`src/brsp_pkg.sv`:
```
// Package for the block record stream parser.
// Holds the item types, field and verdict codes, and the fixed field lengths.
// No dependencies.
package brsp_pkg;

  localparam int SEP_LEN = 4;

  localparam logic [5:0] F_VERSION    = 6'd0;
  localparam logic [5:0] F_STATE_ROOT = 6'd6;
  localparam logic [5:0] F_FLAG       = 6'd8;
  localparam logic [5:0] F_FORMAT     = 6'd9;
  localparam logic [5:0] F_FP_LEN     = 6'd11;
  localparam logic [5:0] F_FP_BYTES   = 6'd12;
  localparam logic [5:0] F_TITLE_LEN  = 6'd14;
  localparam logic [5:0] F_TITLE      = 6'd15;
  localparam logic [5:0] F_ARTIST_LEN = 6'd16;
  localparam logic [5:0] F_ARTIST     = 6'd17;
  localparam logic [5:0] F_GENRE_LEN  = 6'd19;
  localparam logic [5:0] F_GENRE      = 6'd20;
  localparam logic [5:0] F_ALBUM_LEN  = 6'd21;
  localparam logic [5:0] F_ALBUM      = 6'd22;
  localparam logic [5:0] F_ROY_COUNT  = 6'd25;
  localparam logic [5:0] F_SPLIT_ADDR = 6'd26;
  localparam logic [5:0] F_SPLIT_BP   = 6'd27;
  localparam logic [5:0] F_SEP        = 6'd28;
  localparam logic [5:0] F_TX_COUNT   = 6'd29;
  localparam logic [5:0] F_TX_LEN     = 6'd30;
  localparam logic [5:0] F_TX_BYTES   = 6'd31;
  localparam logic [5:0] F_IGNORED    = 6'd32;

  localparam logic [1:0] ST_PARSING  = 2'd0;
  localparam logic [1:0] ST_COMPLETE = 2'd1;
  localparam logic [1:0] ST_TRUNC    = 2'd2;
  localparam logic [1:0] ST_BAD_SEP  = 2'd3;

  typedef struct packed {
    logic [7:0] data_byte;
    logic       byte_present;
    logic       frame_end;
  } in_item_t;

  typedef struct packed {
    logic [5:0]  field_code;
    logic [7:0]  data_out;
    logic [31:0] item_index;
    logic [1:0]  verdict;
    logic        frame_done;
  } out_item_t;

  // Byte length of each field; zero means the length comes from the last prefix.
  function automatic logic [5:0] fixed_len(input logic [5:0] f);
    logic [5:0] len;
    case (f)
      6'd0, 6'd13, 6'd29, 6'd30: len = 6'd4;
      6'd1, 6'd2, 6'd3, 6'd4, 6'd6, 6'd7, 6'd10: len = 6'd32;
      6'd5: len = 6'd8;
      6'd8, 6'd9, 6'd25: len = 6'd1;
      6'd11, 6'd14, 6'd16, 6'd19, 6'd21, 6'd23, 6'd24, 6'd27: len = 6'd2;
      6'd18, 6'd26: len = 6'd20;
      6'd28: len = 6'(SEP_LEN);
      default: len = 6'd0;
    endcase
    return len;
  endfunction

  function automatic logic is_prefix(input logic [5:0] f);
    return f == F_FP_LEN || f == F_TITLE_LEN || f == F_ARTIST_LEN ||
           f == F_GENRE_LEN || f == F_ALBUM_LEN || f == F_TX_COUNT || f == F_TX_LEN;
  endfunction

  function automatic logic is_body(input logic [5:0] f);
    return f == F_FP_BYTES || f == F_TITLE || f == F_ARTIST ||
           f == F_GENRE || f == F_ALBUM;
  endfunction

endpackage

```
`src/brsp_parse.sv`:
```
// Parser state and the per-item field tagging logic.
// Depends on brsp_pkg for item types, field codes and field lengths.
module brsp_parse (
  input  logic                clk,
  input  logic                rst,
  input  logic                step,
  input  logic [7:0]          separator_byte,
  input  brsp_pkg::in_item_t  item,
  output brsp_pkg::out_item_t result
);
  import brsp_pkg::*;

  logic [5:0]  field_now, field_now_next;
  logic [31:0] byte_count, byte_count_next;
  logic [31:0] length_hold, length_hold_next;
  logic [31:0] version_hold, version_hold_next;
  logic        song_present, song_present_next;
  logic [31:0] items_left, items_left_next;
  logic [7:0]  splits_left, splits_left_next;
  logic [31:0] item_number, item_number_next;
  logic [1:0]  status_hold, status_hold_next;

  logic        active;
  logic [4:0]  shift_amt;
  logic [31:0] byte_word;
  logic [31:0] merged_ver;
  logic [31:0] merged_len;
  logic [5:0]  flen;
  logic [31:0] len_cur;
  logic [32:0] count_inc;
  logic [5:0]  target;
  logic [1:0]  verdict;

  always_comb begin
    field_now_next    = field_now;
    byte_count_next   = byte_count;
    length_hold_next  = length_hold;
    version_hold_next = version_hold;
    song_present_next = song_present;
    items_left_next   = items_left;
    splits_left_next  = splits_left;
    item_number_next  = item_number;
    status_hold_next  = status_hold;
    target            = F_IGNORED;

    active     = item.byte_present && !field_now[5] && status_hold == ST_PARSING;
    byte_word  = {24'd0, item.data_byte};
    shift_amt  = {byte_count[1:0], 3'b000};
    merged_ver = (byte_count == 32'd0) ? byte_word : (version_hold | (byte_word << shift_amt));
    merged_len = (byte_count == 32'd0) ? byte_word : (length_hold | (byte_word << shift_amt));
    flen       = fixed_len(field_now);
    count_inc  = {1'b0, byte_count} + 33'd1;
    len_cur    = 32'd0;

    if (active) begin
      if (field_now == F_SEP && item.data_byte != separator_byte) begin
        status_hold_next = ST_BAD_SEP;
        field_now_next   = F_IGNORED;
      end else begin
        if (field_now == F_VERSION) version_hold_next = merged_ver;
        if (is_prefix(field_now)) length_hold_next = merged_len;
        if (field_now == F_FLAG) song_present_next = item.data_byte != 8'd0;
        if (field_now == F_ROY_COUNT) splits_left_next = item.data_byte;
        len_cur = (flen == 6'd0) ? length_hold_next : {26'd0, flen};
        if (count_inc < {1'b0, len_cur}) begin
          byte_count_next = count_inc[31:0];
        end else begin
          case (field_now)
            F_ROY_COUNT: begin
              item_number_next = 32'd0;
              target           = F_SPLIT_ADDR;
            end
            F_SPLIT_BP: begin
              splits_left_next = splits_left - 8'd1;
              item_number_next = item_number + 32'd1;
              target           = F_SPLIT_ADDR;
            end
            F_TX_COUNT: begin
              items_left_next  = length_hold_next;
              item_number_next = 32'd0;
              target           = F_TX_LEN;
            end
            F_TX_BYTES: begin
              items_left_next  = items_left - 32'd1;
              item_number_next = item_number + 32'd1;
              target           = F_TX_LEN;
            end
            default: begin
              target = field_now + 6'd1;
            end
          endcase
          // Skip fields that are absent or have zero length.
          if (target == F_STATE_ROOT && version_hold_next[31:2] == 30'd0) begin
            target = F_FLAG;
          end else if (target == F_FORMAT && !song_present_next) begin
            target = F_SEP;
          end else if (is_body(target) && length_hold_next == 32'd0) begin
            target = target + 6'd1;
          end else if (target == F_SPLIT_ADDR && splits_left_next == 8'd0) begin
            target = F_SEP;
          end else if (target == F_TX_BYTES && length_hold_next == 32'd0) begin
            items_left_next  = items_left - 32'd1;
            item_number_next = item_number + 32'd1;
            target           = F_TX_LEN;
          end
          if (target == F_TX_LEN && items_left_next == 32'd0) target = F_IGNORED;
          field_now_next  = target;
          byte_count_next = 32'd0;
          if (target == F_IGNORED) status_hold_next = ST_COMPLETE;
        end
      end
    end

    verdict = status_hold_next;
    if (item.frame_end && status_hold_next == ST_PARSING) verdict = ST_TRUNC;

    result.field_code = active ? field_now : F_IGNORED;
    result.data_out   = item.byte_present ? item.data_byte : 8'd0;
    result.item_index = (active && (field_now == F_SPLIT_ADDR || field_now == F_SPLIT_BP ||
                        field_now == F_TX_LEN || field_now == F_TX_BYTES)) ?
                        item_number : 32'd0;
    result.verdict    = verdict;
    result.frame_done = item.frame_end;

    // A frame end starts a new record with the next item.
    if (item.frame_end) begin
      field_now_next    = F_VERSION;
      byte_count_next   = 32'd0;
      length_hold_next  = 32'd0;
      version_hold_next = 32'd0;
      song_present_next = 1'b0;
      items_left_next   = 32'd0;
      splits_left_next  = 8'd0;
      item_number_next  = 32'd0;
      status_hold_next  = ST_PARSING;
    end
  end

  always_ff @(posedge clk) begin
    if (rst) begin
      field_now    <= F_VERSION;
      byte_count   <= 32'd0;
      length_hold  <= 32'd0;
      version_hold <= 32'd0;
      song_present <= 1'b0;
      items_left   <= 32'd0;
      splits_left  <= 8'd0;
      item_number  <= 32'd0;
      status_hold  <= ST_PARSING;
    end else if (step) begin
      field_now    <= field_now_next;
      byte_count   <= byte_count_next;
      length_hold  <= length_hold_next;
      version_hold <= version_hold_next;
      song_present <= song_present_next;
      items_left   <= items_left_next;
      splits_left  <= splits_left_next;
      item_number  <= item_number_next;
      status_hold  <= status_hold_next;
    end
  end

`ifndef SYNTHESIS
  a_done_is_ignored: assert property (@(posedge clk) disable iff (rst)
    status_hold != ST_PARSING |-> field_now == F_IGNORED)
    else $error("finished or failed record is still tagging fields");

  a_no_stored_trunc: assert property (@(posedge clk) disable iff (rst)
    status_hold != ST_TRUNC)
    else $error("truncation verdict was stored");

  a_frame_end_clears: assert property (@(posedge clk) disable iff (rst)
    step && item.frame_end |=>
      field_now == F_VERSION && status_hold == ST_PARSING && byte_count == 32'd0)
    else $error("parser not cleared after frame end");
`endif

endmodule

```
`src/block_record_stream_parser_top.sv`:
```
// Top level of the block record stream parser: input register, output register
// and the separator register around brsp_parse. Depends on brsp_pkg and brsp_parse.
//
//   Channel   Valid       Stall       Payload
//   input     byte_valid  byte_stall  byte_item (data_byte, byte_present, frame_end)
//   output    tag_valid   tag_stall   tag_item (field_code .. frame_done)
//   config    cfg_write_en            cfg_write_data (separator byte)
//
// One item per clock cycle unless tag_stall holds the output.
// All tagging for an item is combinational between input and output registers.
// Synchronous reset clears both valid flags, the parser state and the separator byte.
// While tag_stall holds the result, one more item waits in the input register.
module block_record_stream_parser_top (
  input  logic                clk,
  input  logic                rst,
  input  logic                byte_valid,
  output logic                byte_stall,
  input  brsp_pkg::in_item_t  byte_item,
  output logic                tag_valid,
  input  logic                tag_stall,
  output brsp_pkg::out_item_t tag_item,
  input  logic                cfg_write_en,
  input  logic [7:0]          cfg_write_data
);
  import brsp_pkg::*;

  logic [7:0] separator_byte;
  logic       hold_valid;
  in_item_t   hold_item;
  out_item_t  result;
  logic       out_free;
  logic       step;

  assign out_free   = !tag_valid || !tag_stall;
  assign step       = hold_valid && out_free;
  assign byte_stall = hold_valid && !out_free;

  brsp_parse u_parse (
    .clk            (clk),
    .rst            (rst),
    .step           (step),
    .separator_byte (separator_byte),
    .item           (hold_item),
    .result         (result)
  );

  always_ff @(posedge clk) begin
    if (rst) begin
      separator_byte <= 8'd0;
    end else if (cfg_write_en) begin
      separator_byte <= cfg_write_data;
    end
  end

  always_ff @(posedge clk) begin
    if (rst) begin
      hold_valid <= 1'b0;
    end else if (!byte_stall) begin
      hold_valid <= byte_valid;
    end
  end

  always_ff @(posedge clk) begin
    if (byte_valid && !byte_stall) begin
      hold_item <= byte_item;
    end
  end

  always_ff @(posedge clk) begin
    if (rst) begin
      tag_valid <= 1'b0;
    end else if (out_free) begin
      tag_valid <= hold_valid;
    end
  end

  always_ff @(posedge clk) begin
    if (step) begin
      tag_item <= result;
    end
  end

endmodule

```
`config.mk`:
```
export PLATFORM = sky130hd
export DESIGN_NAME = block_record_stream_parser_top
export DESIGN_NICKNAME = d
export VERILOG_FILES = /design/src/brsp_pkg.sv /design/src/brsp_parse.sv /design/src/block_record_stream_parser_top.sv
export SDC_FILE = /design/constraint.sdc
export NUM_CORES = 1
export LEC_CHECK = 0
export ABC_AREA = 0
export BUFFER_PORTS_ARGS = -buffer_cell sky130_fd_sc_hd__buf_2
export CORE_ASPECT_RATIO = 1.25
export CORE_UTILIZATION = 56
export DETAILED_ROUTE_END_ITERATION = 7
export PLACE_DENSITY = 0.79
export SLEW_MARGIN = 0
export SYNTH_ARGS = -nofsm -noshare
export SYNTH_HDL_FRONTEND = slang
export SYNTH_SLANG_ARGS = --single-unit
```
`constraint.sdc`:
```
create_clock -name clk -period 5.1 [get_ports clk]
set_input_delay 0 -clock clk [delete_from_list [all_inputs] [get_ports clk]]
set_output_delay 0 -clock clk [all_outputs]
set_load 0.005 [all_outputs]
```
# [Yosys cells after proc, flatten, opt, wreduce, memory -nomap -nowiden]
# Memories as Yosys holds them, arrays and structs flattened. A register that Yosys moved wholly into a read port is not among the register bits.
# Cells that the tools add are included.
[op_classes] n_div=0 n_bitwise=2 reduce_logical=54 magnitude_cmp=1 n_addsub=6 n_eq_ne=28 shift=1 n_mul=0 muxes=85
[op_table] cell="2-to-1 mux 32 bit" n=40
[op_table] cell="one-hot mux 32 bit (2 select lines)" n=2
[op_table] cell="2-to-1 mux 6 bit" n=20
[op_table] cell="equality test 6 x 5 -> 1 bit, second input constant" n=16
[op_table] cell="zero test 32 bit" n=3
[op_table] cell="2-to-1 mux 8 bit" n=9
[op_table] cell="OR 32 bit" n=2
[op_table] cell="equality test 6 x 4 -> 1 bit, second input constant" n=6
[op_table] cell="adder 32 x 1 -> 33 bit, second input constant" n=1
[op_table] cell="less-than comparator 33 x 32 -> 1 bit" n=1
[op_table] cell="adder 32 x 1 -> 32 bit, second input constant" n=1
[op_table] cell="left shift 8 x 5 -> 32 bit" n=1
[op_table] cell="subtractor 32 x 1 -> 32 bit, second input constant" n=1
[op_table] cell="zero test 30 bit" n=1
[op_table] cell="logical AND 1 bit" n=14
[op_table] cell="logical OR 1 bit" n=14
[op_table] cell="adder 6 x 1 -> 6 bit, second input constant" n=2
[op_table] cell="zero test 6 bit" n=2
[op_table] cell="one-hot mux 6 bit (2 select lines)" n=1
[op_table] cell="2-to-1 mux 2 bit" n=5
[op_table] cell="2-to-1 mux 5 bit" n=2
[op_table] cell="zero test 8 bit" n=1
[op_table] cell="!= test 8 bit" n=1
[op_table] cell="AND reduction 4 bit" n=2
[op_table] cell="other kinds (12)" n=29
[totals] input_bits=23 rom_bits=192 mem_count=1 ram_bits=0 out_inout_bits=51 elab_cells=199 ff_bits=246 latchBits=0
[mem_list] memory="(no name shown)" depth=32 width=6 rd=1 rd_ports_with_merged_regs=1 wr=0 line="brsp_pkg.sv:53" source="case (f)"

# [Longest topological paths before layout]
[logic_depth] word_depth=40 mapped_depth=31 depth_no_buf=26

# [By module]
# A second synthesis with hierarchy kept.
[unflattened] hier_cells=1863 area_unflattened_um2=14873.0
[by_module_without_submodules] module="brsp_parse" instances=1 cells_each=1768 area_each_um2=12737.2 seq_area_each_um2=3623.5
[by_module_without_submodules] module="block_record_stream_parser_top" instances=1 cells_each=95 area_each_um2=2135.8 seq_area_each_um2=1971.9

# [Worst setup path before layout]
# Ideal clock, no wire load.
[synth_timing] path_type="reg2reg" start="register u_parse.field_now[1]" end="register with a tool-made name" period_less_slack_ps=5691 required_time_ps=4983 n_path_buf=5 arrival_time_ps=5573 setup_time_ps=117 path_slack_ps=-591 path_stages_with_launch=28 cell_sequence="dfxtp_1 -> inv_1 -> ha_1 -> clkbuf_1 -> mux2i_1 -> o22a_2 -> nand2_2 -> and3_1 -> clkbuf_1 -> buf_2 -> buf_1 -> nor2_1 -> nand2_1 -> ha_1 -> and3_1 -> nand4_1 -> nor2_1 -> a2111oi_0 -> a21oi_1 -> o41a_1 -> o21ai_0 -> clkbuf_1 -> a22oi_1 -> nor2_1 -> inv_1 -> ha_1 -> mux2_1 -> a32o_1"
[synth_rtl] element="start: declaration" line="brsp_parse.sv:13" source="logic [5:0] field_now, field_now_next;"
[synth_rtl] element="start signal: assignment" line="brsp_parse.sv:151" source="field_now <= field_now_next;"

==> summary.md <==
| Metric | Value |
|---|---|
| Worst Hold Path EP | `tag_valid$_SDFFE_PP0N_` |
| Max_cap viols | `0` |
| CORE AREA | `26,700 um2` |
| TritonCTS Buffers | `27` |
| Post-synth top area cell | `dfxtp_1` |
| Initial antenna violation count | `0` |
| Reg2Reg Depth | `20` |
| FF-to-FF Start | `u_parse.field_now[5]$_SDFFE_PP0N_` |
| Syn avg cell area | `8.00 um2` |
| CTS root buf | `clkbuf_16` |
| Ys Warns | `0` |
| Grt ovf | `0` |
| Outcome | `finished clean` |
| Max Transition Viols Final | `0` |
| Startpoint Class | `register` |
| Pleak | `6.92 nW` |
| Die width | `149 um` |
| Fraction of layout cells with a size suffix above 1 | `approximately 17%` |
| Largest net degree at the start of global routing | `90` |
| Slew @ Worst Pin | `0.996 ns` |
| Non-filler cells, final | `2,390` |
| Critical-path maximum fanout | `21` |
| DRC | `0` |
| Max Freq | `203 MHz` |
| Clk Latency, worst-skew pair | `0.55 ns` |
| CTS tree | `built` |
| Setup violators final | `0` |
| Hold Startpoint | `rst` |
| Number of synthesized flops with an enable pin | `59` |
| WL final | `49,700 um` |
| Overall Global Routing Usage | `34.9%` |
| Clock skew | `between 0.01 and 0.015 ns` |
| Worst vdd rail ir drop | `slightly above 300 uV` |
| Mapped Cells | `about 1,900` |
| Slack of the critical path | `about 0.18 ns` |
| Clk sinks | `250` |
| Vias | `15,400` |
| Setup Slack @ Placement | `-0.199 ns` |
| Vias/cell | `between 6 and 7` |
| First-pass GRT wire length | `76,400 um` |
| Relative slew slack | `~34%` |
| Power density cells | `between 200 and 250 nW/um2` |
| Seq/Total Area, Yosys | `a little under two fifths` |
| DR pass1 iterations | `6` |
| Most frequent cell after synthesis | `nor2_1` |
| WP data required | `5.54 ns` |
| Deepest clock path buffer count | `3` |
| #FFs+latches synth | `250` |
| CP arrival | `5.36 ns` |
| Ports | `74` |
| Synth top area share | `25.1%` |
| H-tree levels | `1` |
| Mapped Area | `15,200 um2` |
| Die Ht | `186 um` |
| Min-delay worst type | `input pin to register` |
| Layout Utilization | `67.0%` |
| Synth area leaders | `dfxtp_1 25%, edfxtp_1 12%, nor2_1 7.8%` |
| CP Capture Type | `register` |
| Synth top cells by count | `314 x nor2_1, 191 x dfxtp_1, 160 x a21oi_1` |
| Antenna Nets Post-Route | `0` |
| Site Rows | `67` |
| Hold path depth | `2` |
| GP Congestion | `1.04` |
| Die area | `about 28,000 um2` |
| Vias in the first global route | `14,300` |
| N_diodes | `0` |
| Critical path class | `register to register` |
| Setup tns final | `0 ns` |
| Detailed Place HPWL | `34,900 um` |
| Worst R2R Setup Slack | `0.18 ns` |
| Nets@finish | `2,097` |
| Syn nets | `~2,000` |
| Final Hold Vio Count | `0` |
| Main flop type after synthesis | `dfxtp_1` |
| IO Port Bufs | `73` |
| Post-route minimum period | `4.92 ns` |
| Synth async-reset ratio | `0%` |
| Initial core utilization | `56.9%` |
| WL/cell | `slightly above 20 um` |
| Dpl cells | `between 2,000 and 2,500` |
| Synth cell types | `100` |
| Area growth syn-to-layout | `17.8%` |
| Clock transition at path regs | `0.07 ns` |
| Period utilisation layout | `96.5%` |
| Iter 0 DRT Violations | `approximately 1,500` |
-- routing by layer --
layer,GRT usage [%],wire length (um),vias to the layer above
li1,-,-,7193
met1,40.8,19000,7341
met2,60.4,24500,703
met3,3.46,2890,167
met4,23.4,3270,0
met5,0,0,-
-- where the power goes --
group          internal [mW]  switching, mW  total (mW)
Clock                   1.17          0.813        1.98
Combinational         0.0689          0.134       0.203
Sequential              2.06         0.0198        2.08
Total                   3.30          0.967        4.26
-- critical path, cell delays in order (launching register included) --
cell	delay [ns]
dfxtp_1	0.38
buf_4	0.21
nand4b_1	0.26
o22ai_4	0.23
o211ai_4	0.17
buf_12	0.20
a32oi_4	0.22
buf_4	0.18
nand4_1	0.20
nor4b_4	0.51
buf_4	0.19
o211ai_1	0.12
a21o_1	0.25
nor4_2	0.29
nand2_1	0.11
a32oi_2	0.26
nor2_1	0.09
buf_4	0.20
ha_1	0.19
mux2_1	0.29
a32o_1	0.25
-- timing repair --
action / 4_1_cts / 5_1_grt
endpoints found under the setup margin: 8 / 21
hold buffers: 29 / 0
setup buffers: 2 / 13
hold endpoints to repair: 20 / 0
gates resized for setup: 9 / 46
pin swaps: 2 / 17
-- metrics by stage --
stage | hold slack [ns] | cell area [um2] | power, mW
2_1_floorplan | 0.0989 | 15200 | 2.21
3_3_place_gp | 0.177 | 16400 | 2.29
3_5_place_dp | 0.179 | 16400 | 2.29
4_1_cts | 0.0780 | 17600 | 4.27
5_1_grt | 0.113 | 17900 | 4.37
6_report | 0.0727 | 17900 | 4.26
-- cells in the final DEF (no fill, tap or decap), types with 7 or more instances in the layout --
cell	Yosys	final
a21o_1	11	11
a22oi_1	103	102
nand3_1	36	36
a311oi_1	8	8
mux2i_1	10	8
a31oi_1	7	7
nor2_1	314	304
dlygate4sd3_1	0	29
buf_2	9	72
buf_4	1	131
nand3b_1	7	7
clkbuf_16	0	27
xnor2_1	46	46
dfxtp_1	191	187
nand2_1	155	155
ha_1	49	46
and3_1	34	33
o22ai_1	32	31
nand4_1	40	40
a21oi_1	160	159
nor2b_1	17	15
edfxtp_1	59	59
nor3_1	65	63
inv_1	27	25
o21ai_1	3	8
nor4_1	44	38
and2_1	56	55
xor2_1	24	24
nor2_2	1	11
a32oi_1	13	10
o21ai_0	90	80
a221oi_1	8	8
-- flip-flops by register name, summed over array words and instances, names as in the netlist, named ones only --
name                  cells
hold_valid                1
u_parse.splits_left       8
hold_item                10
u_parse.byte_count       32
separator_byte            8
tag_valid                 1
u_parse.version_hold     30
u_parse.status_hold       2
u_parse.song_present      1
u_parse.field_now         6
u_parse.item_number      32
u_parse.length_hold      32
u_parse.items_left       32
tag_item                 49
-- final cells by class --
type                    instances  area (um2)
multi-input cells            1480        9170
repair buffers                237        1720
flip-flops and latches        250        5600
clock buffers                  36         739
fillers                      2195        8820
inverters                      29         109
well taps                     345         432
clock inverters                13         154
-- cell families (layout without fill, tap and decap cells) --
logic type      after synthesis  count (layout)  synth area share [%]
compound gates              511             511                  22.2
xor+xnor                     70              70                  4.03
fa+ha+maj                    49              49                  4.03
buf+inv                     172             315                  4.59
flops                       250             250                  36.8
mux                          14              14                 0.979
simple gates                836             836                  27.3
-- worst max path at each step --
| stage | start | to | slack [ns] |
|---|---|---|---|
| 6_report | u_parse.field_now[5]$_SDFFE_PP0N_ | register | 0.18 |
| 5_1_grt | u_parse.byte_count[0]$_SDFFE_PP0P_ | register | -0.06 |
| 3_5_place_dp | u_parse.field_now[0]$_SDFFE_PP0N_ | register | -0.20 |
| 2_1_floorplan | u_parse.field_now[1]$_SDFFE_PP0N_ | register | 0.009 |
| 4_1_cts | u_parse.field_now[0]$_SDFFE_PP0N_ | register | 0.02 |
| 3_3_place_gp | u_parse.field_now[3]$_SDFFE_PP0N_ | register | -0.06 |
Power figures use the tool's default switching activity.
